**config.mk**
```make
export PLATFORM = sky130hd
export DESIGN_NAME = line_prefix_drop_filter
export DESIGN_NICKNAME = d
export VERILOG_FILES = /design/src/rtl/core/lpdf_pkg.sv /design/src/rtl/core/line_prefix_drop_filter.sv /design/src/rtl/core/lpdf_ram.sv /design/src/rtl/core/lpdf_ctrl.sv /design/src/rtl/core/lpdf_datapath.sv
export SDC_FILE = /design/constraint.sdc
export NUM_CORES = 1
export LEC_CHECK = 0
export BUFFER_PORTS_ARGS = -buffer_cell sky130_fd_sc_hd__buf_2
export CELL_PAD_IN_SITES_DETAIL_PLACEMENT = 1
export CELL_PAD_IN_SITES_GLOBAL_PLACEMENT = 2
export CORE_MARGIN = 4
export CORE_UTILIZATION = 50
export DETAILED_ROUTE_END_ITERATION = 16
export GPL_TIMING_DRIVEN = 0
export PLACE_DENSITY = 0.89
export SLEW_MARGIN = 0
export SYNTH_ARGS = -nofsm -noshare
export SYNTH_HDL_FRONTEND = slang
export SYNTH_HIERARCHICAL = 1
export SYNTH_SLANG_ARGS = --single-unit
```
**constraint.sdc**
```tcl
create_clock -name clk -period 6.06 [get_ports clk]
set_clock_uncertainty 0.1 [all_clocks]
set_input_delay 1.212 -clock clk [delete_from_list [all_inputs] [get_ports clk]]
set_output_delay 1.212 -clock clk [all_outputs]
set_load 0.05 [all_outputs]
```
**src/rtl/core/lpdf_pkg.sv**
```systemverilog
// shared types, constants and the prefix table of the line prefix drop filter
// no dependencies
package lpdf_pkg;

  localparam int PREFIX_LEN_DEFAULT = 17;
  localparam int PREFIX_IDX_W       = 6;
  localparam int BYTE_W             = 8;

  localparam logic [BYTE_W-1:0] NEWLINE_BYTE = 8'h0A;

  typedef struct packed {
    logic accept;
    logic read;
    logic load;
  } lpdf_cmd_t;

  typedef struct packed {
    logic replay_req;
    logic rd_last;
    logic out_busy;
  } lpdf_status_t;

  // ":0300000040DF07D7", zero past its end
  function automatic logic [BYTE_W-1:0] prefix_byte(input logic [PREFIX_IDX_W-1:0] idx);
    logic [BYTE_W-1:0] ch;
    unique case (idx)
      6'd0:    ch = 8'h3A;
      6'd1:    ch = 8'h30;
      6'd2:    ch = 8'h33;
      6'd3:    ch = 8'h30;
      6'd4:    ch = 8'h30;
      6'd5:    ch = 8'h30;
      6'd6:    ch = 8'h30;
      6'd7:    ch = 8'h30;
      6'd8:    ch = 8'h30;
      6'd9:    ch = 8'h34;
      6'd10:   ch = 8'h30;
      6'd11:   ch = 8'h44;
      6'd12:   ch = 8'h46;
      6'd13:   ch = 8'h30;
      6'd14:   ch = 8'h37;
      6'd15:   ch = 8'h44;
      6'd16:   ch = 8'h37;
      default: ch = 8'h00;
    endcase
    return ch;
  endfunction

endpackage

```
**src/rtl/core/line_prefix_drop_filter.sv**
```systemverilog
// a passed byte is registered in the output register, appearing in the cycle after its
// transfer; a held run of n bytes is replayed through the read and load states in turn:
// the registered line buffer ram read feeds the output register, loads waiting on a stall
// throughput: one input per cycle while no run is replayed and the output is not stalled
// reset: synchronous, clears state, held count, drop flag and output valid; buffer undefined
// top level: joins lpdf_ctrl and lpdf_datapath, depends on lpdf_pkg
module line_prefix_drop_filter #(
  parameter int PREFIX_LEN = lpdf_pkg::PREFIX_LEN_DEFAULT
) (
  input  logic                        clk,
  input  logic                        rst,
  input  logic                        s_tvalid,
  output logic                        s_tready,
  input  logic [lpdf_pkg::BYTE_W-1:0] s_tdata,   // in_byte
  input  logic                        s_tuser,   // end_of_stream
  output logic                        m_tvalid,
  input  logic                        m_tready,
  output logic [lpdf_pkg::BYTE_W-1:0] m_tdata,   // out_byte
  output logic                        m_tlast    // last_of_run
);

  lpdf_pkg::lpdf_cmd_t    cmd;
  lpdf_pkg::lpdf_status_t status;

  lpdf_ctrl u_ctrl (
    .clk      (clk),
    .rst      (rst),
    .s_tvalid (s_tvalid),
    .s_tready (s_tready),
    .cmd      (cmd),
    .status   (status)
  );

  lpdf_datapath #(
    .PREFIX_LEN (PREFIX_LEN)
  ) u_datapath (
    .clk      (clk),
    .rst      (rst),
    .s_tdata  (s_tdata),
    .s_tuser  (s_tuser),
    .m_tready (m_tready),
    .m_tvalid (m_tvalid),
    .m_tdata  (m_tdata),
    .m_tlast  (m_tlast),
    .cmd      (cmd),
    .status   (status)
  );

endmodule

```
**src/rtl/core/lpdf_ram.sv**
```systemverilog
// generic single-port-write, single-port-read ram with registered read
// no dependencies
module lpdf_ram #(
  parameter int WIDTH = 8,
  parameter int DEPTH = 17
) (
  input  logic                                    clk,
  input  logic                                    wr_en,
  input  logic [(DEPTH > 1 ? $clog2(DEPTH) : 1)-1:0] wr_addr,
  input  logic [WIDTH-1:0]                        wr_data,
  input  logic                                    rd_en,
  input  logic [(DEPTH > 1 ? $clog2(DEPTH) : 1)-1:0] rd_addr,
  output logic [WIDTH-1:0]                        rd_data
);

  logic [WIDTH-1:0] mem [DEPTH];

  always_ff @(posedge clk) begin
    if (wr_en) begin
      mem[wr_addr] <= wr_data;
    end
    if (rd_en) begin
      rd_data <= mem[rd_addr];
    end
  end

endmodule

```
**src/rtl/core/lpdf_ctrl.sv**
```systemverilog
// controller of the line prefix drop filter: accept, replay read and load sequencing
// depends on lpdf_pkg
module lpdf_ctrl (
  input  logic                  clk,
  input  logic                  rst,
  input  logic                  s_tvalid,
  output logic                  s_tready,
  output lpdf_pkg::lpdf_cmd_t   cmd,
  input  lpdf_pkg::lpdf_status_t status
);

  typedef enum logic [1:0] {
    ST_ACCEPT,
    ST_READ,
    ST_LOAD
  } state_t;

  state_t state;

  assign s_tready   = (state == ST_ACCEPT) && !status.out_busy;
  assign cmd.accept = s_tvalid && s_tready;
  assign cmd.read   = (state == ST_READ);
  assign cmd.load   = (state == ST_LOAD) && !status.out_busy;

  always_ff @(posedge clk) begin
    if (rst) begin
      state <= ST_ACCEPT;
    end else begin
      unique case (state)
        ST_ACCEPT: begin
          if (cmd.accept && status.replay_req) begin
            state <= ST_READ;
          end
        end
        ST_READ: begin
          state <= ST_LOAD;
        end
        ST_LOAD: begin
          if (cmd.load) begin
            state <= status.rd_last ? ST_ACCEPT : ST_READ;
          end
        end
        default: state <= ST_ACCEPT;
      endcase
    end
  end

endmodule

```
**src/rtl/core/lpdf_datapath.sv**
```systemverilog
// datapath of the line prefix drop filter: line buffer, counters, match, output register
// depends on lpdf_pkg and lpdf_ram
module lpdf_datapath #(
  parameter int PREFIX_LEN = lpdf_pkg::PREFIX_LEN_DEFAULT
) (
  input  logic                            clk,
  input  logic                            rst,
  input  logic [lpdf_pkg::BYTE_W-1:0]     s_tdata,
  input  logic                            s_tuser,
  input  logic                            m_tready,
  output logic                            m_tvalid,
  output logic [lpdf_pkg::BYTE_W-1:0]     m_tdata,
  output logic                            m_tlast,
  input  lpdf_pkg::lpdf_cmd_t             cmd,
  output lpdf_pkg::lpdf_status_t          status
);

  localparam int CW = $clog2(PREFIX_LEN + 1);
  localparam int AW = (PREFIX_LEN > 1) ? $clog2(PREFIX_LEN) : 1;
  localparam logic [CW-1:0] FULL = CW'(PREFIX_LEN);

  logic [CW-1:0] count, count_next, cnt_inc, replay_len, replay_len_next;
  logic          drop, drop_next;
  logic          match, match_next, m_now;
  logic [AW-1:0] rd_idx;
  logic          wr_en, replay_req, pass_req, is_nl;
  logic [lpdf_pkg::BYTE_W-1:0] rd_data;

  assign is_nl   = (s_tdata == lpdf_pkg::NEWLINE_BYTE);
  assign cnt_inc = count + CW'(1);
  assign m_now   = ((count == '0) || match) &&
                   (s_tdata == lpdf_pkg::prefix_byte(lpdf_pkg::PREFIX_IDX_W'(count)));

  always_comb begin
    count_next      = count;
    drop_next       = drop;
    match_next      = match;
    replay_len_next = replay_len;
    wr_en           = 1'b0;
    replay_req      = 1'b0;
    pass_req        = 1'b0;
    priority if (s_tuser) begin
      replay_req      = !drop && (count < FULL) && (count != '0);
      replay_len_next = count;
      drop_next       = 1'b0;
      count_next      = '0;
    end else if (drop) begin
      if (is_nl) begin
        drop_next  = 1'b0;
        count_next = '0;
      end
    end else if (count < FULL) begin
      wr_en      = cmd.accept;
      match_next = m_now;
      if ((cnt_inc == FULL) && !is_nl && m_now) begin
        drop_next  = 1'b1;
        count_next = cnt_inc;
      end else if (is_nl) begin
        replay_req      = 1'b1;
        replay_len_next = cnt_inc;
        count_next      = '0;
      end else begin
        count_next = cnt_inc;
        if (cnt_inc == FULL) begin
          replay_req      = 1'b1;
          replay_len_next = cnt_inc;
        end
      end
    end else begin
      pass_req = 1'b1;
      if (is_nl) begin
        count_next = '0;
      end
    end
  end

  assign status.replay_req = replay_req;
  assign status.rd_last    = ((CW'(rd_idx) + CW'(1)) == replay_len);
  assign status.out_busy   = m_tvalid && !m_tready;

  lpdf_ram #(
    .WIDTH (lpdf_pkg::BYTE_W),
    .DEPTH (PREFIX_LEN)
  ) u_line_buf (
    .clk     (clk),
    .wr_en   (wr_en),
    .wr_addr (count[AW-1:0]),
    .wr_data (s_tdata),
    .rd_en   (cmd.read),
    .rd_addr (rd_idx),
    .rd_data (rd_data)
  );

  always_ff @(posedge clk) begin
    if (rst) begin
      count    <= '0;
      drop     <= 1'b0;
      m_tvalid <= 1'b0;
    end else begin
      if (cmd.accept) begin
        count <= count_next;
        drop  <= drop_next;
      end
      if ((cmd.accept && pass_req) || cmd.load) begin
        m_tvalid <= 1'b1;
      end else if (m_tready) begin
        m_tvalid <= 1'b0;
      end
    end
  end

  always_ff @(posedge clk) begin
    if (cmd.accept) begin
      match      <= match_next;
      replay_len <= replay_len_next;
      rd_idx     <= '0;
      if (pass_req) begin
        m_tdata <= s_tdata;
        m_tlast <= 1'b1;
      end
    end
    if (cmd.load) begin
      m_tdata <= rd_data;
      m_tlast <= status.rd_last;
      rd_idx  <= rd_idx + AW'(1);
    end
  end

endmodule
```
==> qor.txt <==
Outcome -> finished clean
Max clock buf depth -> 2
GRT Total Usage -> 20.7%
CTS Buf Count -> 17
Skew-Pair Late Insertion Delay -> 0.43 ns
Proportion of layout cells with a drive suffix above 1 -> 23.6%
Top Family by Delay on Critical Path -> simple AND/OR/NAND/NOR gates
Area delta synth->final -> 11.4%
Seq cells post-synth -> 179
Slew @ Worst Pin -> 1.35 ns
WP buf/inv -> 1
Crit path DAT -> 4.27 ns
Post-route ant nets -> 0
Fin nets -> 504
IR drop worst, VDD -> 0.194 mV
Clock sink count -> 179
Cell count after synthesis -> 441
Initial antenna violation count -> 0
FILL cells -> 1362
Htree depth -> 4
Synth cell types -> 58
Post-Place Worst Slack -> 1.23 ns
Crit share post-route -> 71.6%
Inserted Diodes -> 0
Final setup margin -> 1.72 ns
Ports -> 24
DRC -> 0
CP max FO -> 9
DPL Wire Length -> 11100 um
Area of the core -> 14800 sq um
DR pass1 iterations -> 5
FP Rows -> 44
EDFF count, synth -> 164
Via count -> 4117
Die Height -> 132 um
Initial Util -> 51.8%
CP peak stage delay -> 1.12 ns
GP Congestion -> 0.790
Ys Warns -> 6
Final Slew Violations -> 0
Synth Cell Area -> 7640 sq um
Register area share after synthesis -> 68.4%
Vias per inst -> 6.06
Die ar. -> 17300 sq um
Fin crit period -> 4.34 ns
Nature of the critical path endpoint -> flip-flop
Startpoint Class -> input port
First-pass GRT wire length -> 26700 um
CP max stage cell -> nor3b_1
Number of global-route vias before repair -> 4439
Synthesized Nets -> 463
Sequential cell area -> 5230 sq um
Avg Cell Area, Syn -> 17.3 sq um
Grt ovf -> 0
Slew headroom -> 10.0%
WP data required -> 5.99 ns
# Post-CTS Setup Buffers -> 0
Multi-input gate area -> 2230 sq um
Root buffer cell -> clkbuf_16
Detailed Route Iter0 Violations -> 349
Max Cap Viol -> 0
WL per Instance -> 25.7 um
Fmax -> 231 MHz
Drt total wl -> 17400 um
Largest net degree at the start of global routing -> 22
Hold-fix buffers, CTS -> 0
P_leak -> 2.85 nW
# port buffers -> 22
Setup Viol. Count Final -> 0
RSZ-0062 raised after global routing -> no
Pwr per Cell Area -> 301 nW/um^2
Post-CTS sizing -> 0
Fin. Hold Viols -> 0
Top FF cell, synth -> edfxtp_1
CTS tree -> done
Chip width -> 132 um
Setup_tns -> 0 ns
Post-synth ARST share -> 0%
CP cell instances -> buf_2 -> nor2b_1 -> nor3_1 -> and2_1 -> nand2b_1 -> nor3_1 -> nor2b_1 -> nand2_1 -> nor3b_1
WS Path Type -> input port to flip-flop
Hold Path Class -> flip-flop to flip-flop
Worst-path clk slew -> 0.07 ns
==> kinds of logic after synthesis <==
group,Yosys count,synth area share (%)
simple gates,108,7.83
compound gates,43,4.96
xor+xnor,19,2.18
buf+inv,30,2.55
fa+ha+maj,9,1.47
flops,179,68.4
mux,53,12.6
==> area by class of cell <==
class                           instances  share of cell area [%]
Buffer                                 22                    1.94
Sequential cell                       179                    61.4
Inverter                                8                   0.353
Multi-Input combinational cell        232                    26.2
Clock buffer                           19                    5.09
Tap cell                              184                    2.71
Timing Repair Buffer                   22                    1.29
Clock inverter                         13                    1.01
==> Yosys cell counts (all sizes together) (9+ instances only) <==
master	count	area [sq um]
ha	9	113
buf	16	143
mux2i	12	120
mux4	32	743
nor3	11	60.1
edfxtp	164	4920
dfxtp	15	300
xor2	13	114
nand2	10	37.5
mux2	9	101
nor2	35	131
==> flip-flops by register name (all words and copies together) (netlist names), named ones only <==
name and cells:
u_datapath/u_line_buf/mem 136, u_datapath/replay_len 5, u_ctrl/state 2, u_datapath/m_tdata 8
u_datapath/drop 1, u_datapath/rd_idx 5, u_datapath/m_tlast 1, u_datapath/count 5
u_datapath/m_tvalid 1, u_datapath/u_line_buf/rd_data 8, u_datapath/match 1
==> worst register-to-register path: cells and delay by family, from the launching register on <==
family | cells | cell delay (ns)
and+or+nand+nor | 8 | 3.08
DFF | 1 | 0.31
==> through the flow <==
| stage | hold slack [ns] | total power, W | utilization [%] | cells | area [sq um] |
|---|---|---|---|---|---|
| after floorplan | 0.371 | 0.00154 | - | 441 | 7640 |
| after global placement | 0.401 | 0.00160 | 54.1 | 647 | 7980 |
| after detailed placement | 0.423 | 0.00161 | 54.1 | 647 | 7980 |
| after CTS | 0.440 | 0.00259 | 57.6 | 679 | 8500 |
| after global routing | 0.470 | 0.00265 | 57.7 | 679 | 8510 |
| final | 0.436 | 0.00257 | 57.7 | 679 | 8510 |
==> per-layer routing <==
layer | GRT usage (%) | up-vias | part of all wire (%)
li1 | - | 1830 | -
met5 | 0 | - | 0
met4 | 6.83 | 0 | 1.2
met2 | 35.3 | 121 | 52
met3 | 3.33 | 9 | 5.0
met1 | 27.5 | 2157 | 41
==> cell usage in the layout, fill, tap and decap left out, types with 4 or more instances in the layout <==
| cell type | n |
|---|---|
| clkbuf_16 | 17 |
| clkbuf_1 | 8 |
| inv_1 | 8 |
| nor3_1 | 9 |
| a21oi_1 | 7 |
| a221oi_2 | 8 |
| nand3b_1 | 4 |
| mux2_2 | 9 |
| nand2_1 | 10 |
| mux4_1 | 6 |
| dfxtp_1 | 15 |
| clkinv_2 | 4 |
| buf_6 | 5 |
| buf_2 | 26 |
| mux2i_1 | 12 |
| xnor2_1 | 6 |
| edfxtp_1 | 164 |
| mux4_2 | 26 |
| nor2b_1 | 6 |
| nor3b_1 | 4 |
| nand2b_1 | 8 |
| o22ai_1 | 7 |
| nor2_1 | 35 |
| xor2_1 | 13 |
| nand3_1 | 5 |
| and2_1 | 5 |
| nor4_1 | 4 |
| ha_1 | 9 |
==> power breakdown <==
group	internal (W)	switching [W]	total, W
clock	0.000523	0.000457	0.000980
combinational	0.0000828	0.000125	0.000208
sequential	0.00137	0.0000115	0.00138
total	0.00197	0.000593	0.00257
==> final timing paths <==
kind                                           from                         endpoint  depth (start not counted)  slack, ns
worst min-delay path                u_ctrl/state[0]                  u_ctrl/state[0]                          1       0.44
worst max register to register  u_datapath/m_tvalid  u_datapath/u_line_buf/mem[8][0]                          8       2.18
worst min register to register      u_ctrl/state[0]                  u_ctrl/state[0]                          1       0.44
worst max-delay path                       m_tready  u_datapath/u_line_buf/mem[8][0]                          9       1.72
Power figures use the tool's default switching activity.
